`config.mk`:
```
export PLATFORM = sky130hd
export DESIGN_NAME = npcm_ctrl
export DESIGN_NICKNAME = d
export VERILOG_FILES = /design/src/rtl/core/npcm_pkg.sv /design/src/rtl/core/npcm_ctrl.sv
export SDC_FILE = /design/constraint.sdc
export NUM_CORES = 1
export LEC_CHECK = 0
export ABC_AREA = 1
export BUFFER_PORTS_ARGS = -buffer_cell sky130_fd_sc_hd__buf_4
export CORE_AREA = 3 3 40 42
export DETAILED_ROUTE_END_ITERATION = 16
export DIE_AREA = 0 0 43 45
export PLACE_DENSITY_LB_ADDON = 0.05
export REMOVE_ABC_BUFFERS = 1
export SLEW_MARGIN = 25
export SYNTH_ARGS = -nofsm -noshare
export SYNTH_HDL_FRONTEND = slang
export SYNTH_SLANG_ARGS = --single-unit
```
`constraint.sdc`:
```
create_clock -name clk -period 1.2 [get_ports clk]
set_clock_uncertainty 0.15 [all_clocks]
set_input_delay 0.3 -clock clk [delete_from_list [all_inputs] [get_ports clk]]
set_output_delay 0.3 -clock clk [all_outputs]
set_load 0.01 [all_outputs]
```
`src/rtl/core/npcm_pkg.sv`:
```
package npcm_pkg;

    localparam int CHAN_W  = 8;
    localparam int RGB_W   = 24;
    localparam int IDX_W   = 8;
    localparam int DIST_W  = 18;
    localparam int COUNT_W = 9;
    localparam int SQ_W    = 2 * CHAN_W;

    localparam logic [COUNT_W-1:0] COUNT_RESET = COUNT_W'(1);
    localparam logic [DIST_W-1:0]  MAX_DIST    = DIST_W'(195075);

    localparam logic CMD_LOAD = 1'b0;
    localparam logic CMD_MAP  = 1'b1;

    typedef struct packed {
        logic              cmd;
        logic [IDX_W-1:0]  entry_index;
        logic [RGB_W-1:0]  rgb_value;
    } in_item_t;

    typedef struct packed {
        logic [RGB_W-1:0]  mapped_color;
        logic [IDX_W-1:0]  mapped_index;
        logic [DIST_W-1:0] best_distance;
    } out_item_t;

    typedef enum logic [1:0] {
        ST_IDLE,
        ST_SCAN,
        ST_DRAIN
    } state_t;

    typedef struct packed {
        logic write;
        logic start;
        logic issue;
        logic load_out;
    } ctrl_t;

    typedef struct packed {
        logic last;
        logic busy;
        logic out_free;
    } stat_t;

endpackage

```
`src/rtl/core/npcm_ctrl.sv`:
```
module npcm_ctrl
    import npcm_pkg::*;
(
    input  logic     clk,
    input  logic     rst_n,
    input  logic     in_valid,
    input  in_item_t in_data,
    output logic     in_stall,
    input  stat_t    status,
    output ctrl_t    ctrl
);

    state_t state_reg;
    state_t state_next;

    always_ff @(posedge clk or negedge rst_n)
    begin
        if (!rst_n)
        begin
            state_reg <= ST_IDLE;
        end
        else
        begin
            state_reg <= state_next;
        end
    end

    always_comb
    begin
        state_next = state_reg;
        ctrl       = '0;
        in_stall   = 1'b1;
        case (state_reg)
            ST_IDLE:
            begin
                in_stall = 1'b0;
                if (in_valid)
                begin
                    if (in_data.cmd == CMD_MAP)
                    begin
                        ctrl.start = 1'b1;
                        state_next = ST_SCAN;
                    end
                    else
                    begin
                        ctrl.write = 1'b1;
                    end
                end
            end
            ST_SCAN:
            begin
                ctrl.issue = 1'b1;
                if (status.last)
                begin
                    state_next = ST_DRAIN;
                end
            end
            ST_DRAIN:
            begin
                if (!status.busy && status.out_free)
                begin
                    ctrl.load_out = 1'b1;
                    state_next    = ST_IDLE;
                end
            end
            default:
            begin
                state_next = ST_IDLE;
            end
        endcase
    end

endmodule

```
==> results.toml, run 1 <==
[sta]
finalSetupViolations = 5
rsz0062_at_grt = "yes"
tightest_slew_ns = 0.126
fin_ws_ns = -0.298
fin_crit_sh_pct = 125
min_period_ns = 1.50
hold_violations = 0
final_max_slew_viol_count = 0
relSlewSlack_pct = 91.6
final.setup.tns_ns = -1.39
max_freq_mhz = 668
whs_ns = 0.186

[synth]
yosysMostFrequentCell = "nand2_1"
synth_seq_area_share_pct = 33.6
yosys-top-cells-area = "dfrtp_1, nand2_1, inv_1, nor2_2, buf_4"
yosysUniqueCellTypes = 9
synth-async-reset-ratio_pct = 100
synth-edff-count = 0
avgSynthCellArea_um2 = 6.20
yosys_warnings = 0
synth_commonest_cells = "nand2_1, inv_1, nor2_2, dfrtp_1, nor2_1"
netlist_instances = 24
synth_top_area_cell = "dfrtp_1"
ys.flop_type = "dfrtp_1"
synth_top_area_share_pct = 33.6
synth-seq-cells = 2
netlist_area_um2 = 149

[pwr]
power.leakage_nw = 0.196
p_seq_share_pct = 21.7
ir_drop_uv = 435
comb_power_share_pct = 55.7
netSwitchingPower_uw = 235
p_clk_share_pct = 22.6
total_power_uw = 669
power_density_nw_per_um2 = 2020
p_sw_share_pct = 35.2
p_int_uw = 433

[floorplanning]
io-pin-count = 44
die_h_um = 45
fp.dieArea_um2 = 1940
fp.coreArea_um2 = 1280
initial_core_util_pct = 11.6
die_x_um = 43
std_cell_rows = 13

[cts]
clock_latency_ns = 0.22
cts_tree = "built"
cts_buffer_depth = 2
cts.sinks = 2
clkTransAtPathRegs_ns = 0.03
root_buffer = "clkbuf_4"
h-tree-depth = 1
cts_made_buffers = 3

[route]
wl_um = 430
drtAntennaViolNets = 0
avgRoutedWirePerCell_um = 7.29
drc = 0
first_pass_iters = 4
first_iter_violations = 4
routed-via-count = 198
avgViaCountPerCell = 3.36

[placed_design]
dp_slack_ns = -0.0992
dp.cells = 52
place_congestion = 0.602
port_buffers = 11
dpl_cell_area_um2 = 265
dp.final_hpwl_um = 327

[global_route]
grt_pass1_wl_um = 717
grt_start_max_net_pins = 5
grt_overflow_total = 0
first_global_vias = 201
grt_antenna_before_repair = 0
grt_usage_pct = 5.83

[finish]
final_area_um2 = 332
largest_register_ffs = 2
n_antenna_cell = 0
final_core_util_pct = 25.8
layout.cells.non_filler = 59
nNetsFinal = 85
drive_gt1_share_pct = 61.4
area_growth_pct = 123

[worst_setup_path]
cp_data_arrival_time_ns = 1.05
cp_max_fo = 4
end_kind = "output port"
path_class = "register to output port"
worstPathRequired_ns = 0.75
startpoint_type = "register"

[job]
drv_cap = 0

[min_path]
hp-class = "input pin to register"

[outcome]
outcome = "complete, but fails checks"
failed_checks = "setup timing"
[final timing paths]
check / slack [ns] / from / depth (start not counted) / endpoint
setup / recovery: -0.30 / state_reg[0] / 4 / ctrl[3]
max in group asynchronous: 0.55 / rst_n / 2 / state_reg[1]
min in group asynchronous: 0.25 / rst_n / 2 / state_reg[0]
setup reg to reg: 0.05 / state_reg[0] / 5 / state_reg[0]
hold / removal: 0.19 / status[2] / 3 / state_reg[1]
hold reg to reg: 0.45 / state_reg[0] / 3 / state_reg[1]
[logic make-up (layout without fill, tap and decap cells)]
kind of cell | Yosys count | in the layout | synth area share, %
flip-flops | 2 | 2 | 33.6
buffers and inverters | 8 | 28 | 22.7
AND/OR/NAND/NOR | 14 | 14 | 43.7
[repair_timing]
| action | 4_1_cts | 5_1_grt |
|---|---|---|
| hold buffers | 1 | 0 |
| setup endpoints to repair | 5 | 6 |
| endpoints found under the hold margin | 2 | 0 |
| resized for setup | 1 | 4 |
| buffers inserted | 1 | 2 |
| pin swaps | 3 | 2 |
[layer usage]
metal  part of all wire (%)  global-route usage (%)  routed length, um  up-vias
met5                      0                       0                  0        -
met4                      0                    10.8                  0        0
met3                    5.8                    1.20                 25        0
met2                     54                    7.19                234        6
met1                     40                    6.02                170       86
li1                       -                       -                  -      106
[cells in the final DEF (no fill, tap or decap)]
cell / netlist / layout
nor2_2: 3 / 2
nor2_4: 0 / 1
nand3_1: 1 / 1
dlygate4sd3_1: 0 / 1
inv_2: 1 / 2
nor2_1: 2 / 2
nand2_1: 7 / 7
buf_4: 1 / 16
inv_1: 6 / 5
buf_6: 0 / 1
dfrtp_2: 0 / 2
clkbuf_4: 0 / 3
nand3b_1: 1 / 1
[critical path, stage by stage, from the launching register on]
cell	delay, ns
dfrtp_2	0.43
nor2_4	0.13
nand2_1	0.05
nor2_1	0.08
buf_4	0.12
[power by group through the flow]
stage               Combinational (mW)  Sequential, mW  Clock (mW)
floorplan                        0.135           0.125           0
global placement                 0.296           0.132           0
detailed placement               0.296           0.131           0
CTS                              0.326           0.130       0.162
global route                     0.417           0.151       0.178
finish                           0.373           0.145       0.151
[final cells by class]
| class | count | area (um2) |
|---|---|---|
| flip-flops and latches | 2 | 52.6 |
| fillers | 145 | 953 |
| well taps | 15 | 18.8 |
| clock buffers | 3 | 22.5 |
| repair buffers | 18 | 141 |
| multi-input cells | 14 | 70.1 |
| inverters | 7 | 26.3 |
(Power assumes the default switching activity.)
==> run 2: changes to the inputs <==
Settings changed: GPL_TIMING_DRIVEN from default to 0.
==> run 2 against run 1 <==
Net effect:
- the flow still finishes with violations (setup timing)
- largest power group unchanged
- final cell count unchanged
- clock power about the same
- count of clock-buffer cells in the layout unchanged
- combinational power increased by 15%
- sequential power about the same
- routed wire length increased by 17%
- hold slack got worse by 0.015 ns
- non-clock buffer count unchanged
- total power increased by 8.6%
- highest routed layer unchanged
- die area unchanged
- worst setup slack got worse by 0.014 ns
==> results.toml, run 2 (same netlist as run 1, synthesis figures left out) <==
[sta]
fin_ws_ns = -0.312
max_freq_mhz = 661
tightest_slew_ns = 0.125
rsz0062_at_grt = "yes"
finalSetupViolations = 5
fin_crit_sh_pct = 126
final.setup.tns_ns = -1.41
final_max_slew_viol_count = 0
min_period_ns = 1.51
hold_violations = 0
relSlewSlack_pct = 91.7

[worst_setup_path]
startpoint_type = "register"
worstPathRequired_ns = 0.75
path_class = "register to output port"
crit_path_top_delay_cell = "dfrtp_2"
cp_max_fo = 4
r2r_slack_ns = 0.14
ff2ff_path_depth = 5
r2r_start = "state_reg[1]"
end_kind = "output port"
crit_path_max_incr_delay_ns = 0.43
timing.rr.end = "state_reg[0]"
path_cells = "nor2_4, nand2_1, nor2_1, buf_4"
cp-startpoint = "state_reg[0]"
cp_data_arrival_time_ns = 1.06

[route]
first_pass_iters = 2
avgViaCountPerCell = 3.41
first_iter_violations = 1
wl_um = 502
drc = 0
drtAntennaViolNets = 0
routed-via-count = 201
avgRoutedWirePerCell_um = 8.51

[placed_design]
dp.final_hpwl_um = 316
place_congestion = 0.618
dp_slack_ns = -0.124
port_buffers = 11

[cts]
cts_tree = "built"
cts.sinks = 2
root_buffer = "clkbuf_4"
h-tree-depth = 1
clock_latency_ns = 0.22
cts_made_buffers = 3
cts_buffer_depth = 2
clkTransAtPathRegs_ns = 0.03

[finish]
fillers = 145
final_cell_mix = "buf_4, nand2_1, inv_1, clkbuf_4, buf_6"
nNetsFinal = 85
largest_register_ffs = 2
n_antenna_cell = 0
drive_gt1_share_pct = 63.6
final_core_util_pct = 26.8
multi_input_area_um2 = 75.1
layout_commonest_cell = "buf_4"
regArea_um2 = 52.6
area_growth_pct = 131

[floorplanning]
std_cell_rows = 13
io-pin-count = 44
die_x_um = 43
die_h_um = 45
initial_core_util_pct = 11.6
fp.coreArea_um2 = 1280
fp.dieArea_um2 = 1940

[global_route]
grt_overflow_total = 0
grt_start_max_net_pins = 5
grt_pass1_wl_um = 910
grt_usage_pct = 7.24
grt_antenna_before_repair = 0
first_global_vias = 248

[job]
drv_cap = 0

[pwr]
power_density_nw_per_um2 = 2110
power.leakage_nw = 0.199
ir_drop_uv = 508

[min_path]
worstHoldPathCells = 3
hp-class = "input pin to register"
whs_endpoint = "state_reg[1]"
hp-start = "status[2]"

[outcome]
outcome = "complete, but fails checks"
failed_checks = "setup timing"
## run 2: cell counts in the layout (fill, tap and decap cells not counted)
No cell type changed its count.
## run 2: what timing repair did
item / CTS / global route
hold buffers: 1 / 0
hold endpoints to repair: 2 / 0
pin swaps: 7 / 3
gates resized for setup: 6 / 5
setup endpoints to repair: 5 / 7
setup buffers: 6 / 3
## run 2: worst max-delay path by stage
stage / to / cells past startpoint
after floorplan: ctrl[3] / 3
after global placement: ctrl[3] / 4
after detailed placement: ctrl[3] / 4
after CTS: ctrl[3] / 4
after global routing: ctrl[3] / 4
final: ctrl[3] / 4
## run 2: metrics by stage
| stage | power [mW] | hold WS [ns] | cells | instance area [um2] |
|---|---|---|---|---|
| 3_5_place_dp | 0.380 | -0.0668 | 49 | 243 |
| 2_1_floorplan | 0.261 | -0.146 | 23 | 141 |
| 5_1_grt | 0.807 | 0.186 | 59 | 344 |
| 6_report | 0.726 | 0.172 | 59 | 344 |
| 3_3_place_gp | 0.382 | -0.0675 | 49 | 243 |
| 4_1_cts | 0.736 | 0.159 | 59 | 344 |
## run 2: critical path: cells and delay by family (launching register included)
family | cells | cell delay (ns)
flip-flops | 1 | 0.43
AND/OR/NAND/NOR | 3 | 0.28
buffers and inverters | 1 | 0.13
## run 2: power by group
| part | internal [mW] | switching [mW] |
|---|---|---|
| Clock | 0.110 | 0.0396 |
| Combinational | 0.258 | 0.172 |
| Sequential | 0.101 | 0.0457 |
## run 2: per-layer routing
layer / track usage [%] / part of all wire (%) / vias to the layer above
met5: 0 / 0 / -
li1: - / - / 107
met1: 6.75 / 38 / 88
met3: 1.20 / 4.2 / 0
met4: 10.8 / 0 / 0
met2: 11.4 / 57 / 6
## run 2: layout make-up
type	count	share of cell area, %
timing repair buffer	18	43.3
multi-input combinational	14	21.8
sequential	2	15.3
inverter	7	7.64
clock buffer	3	6.55
tap	15	5.45
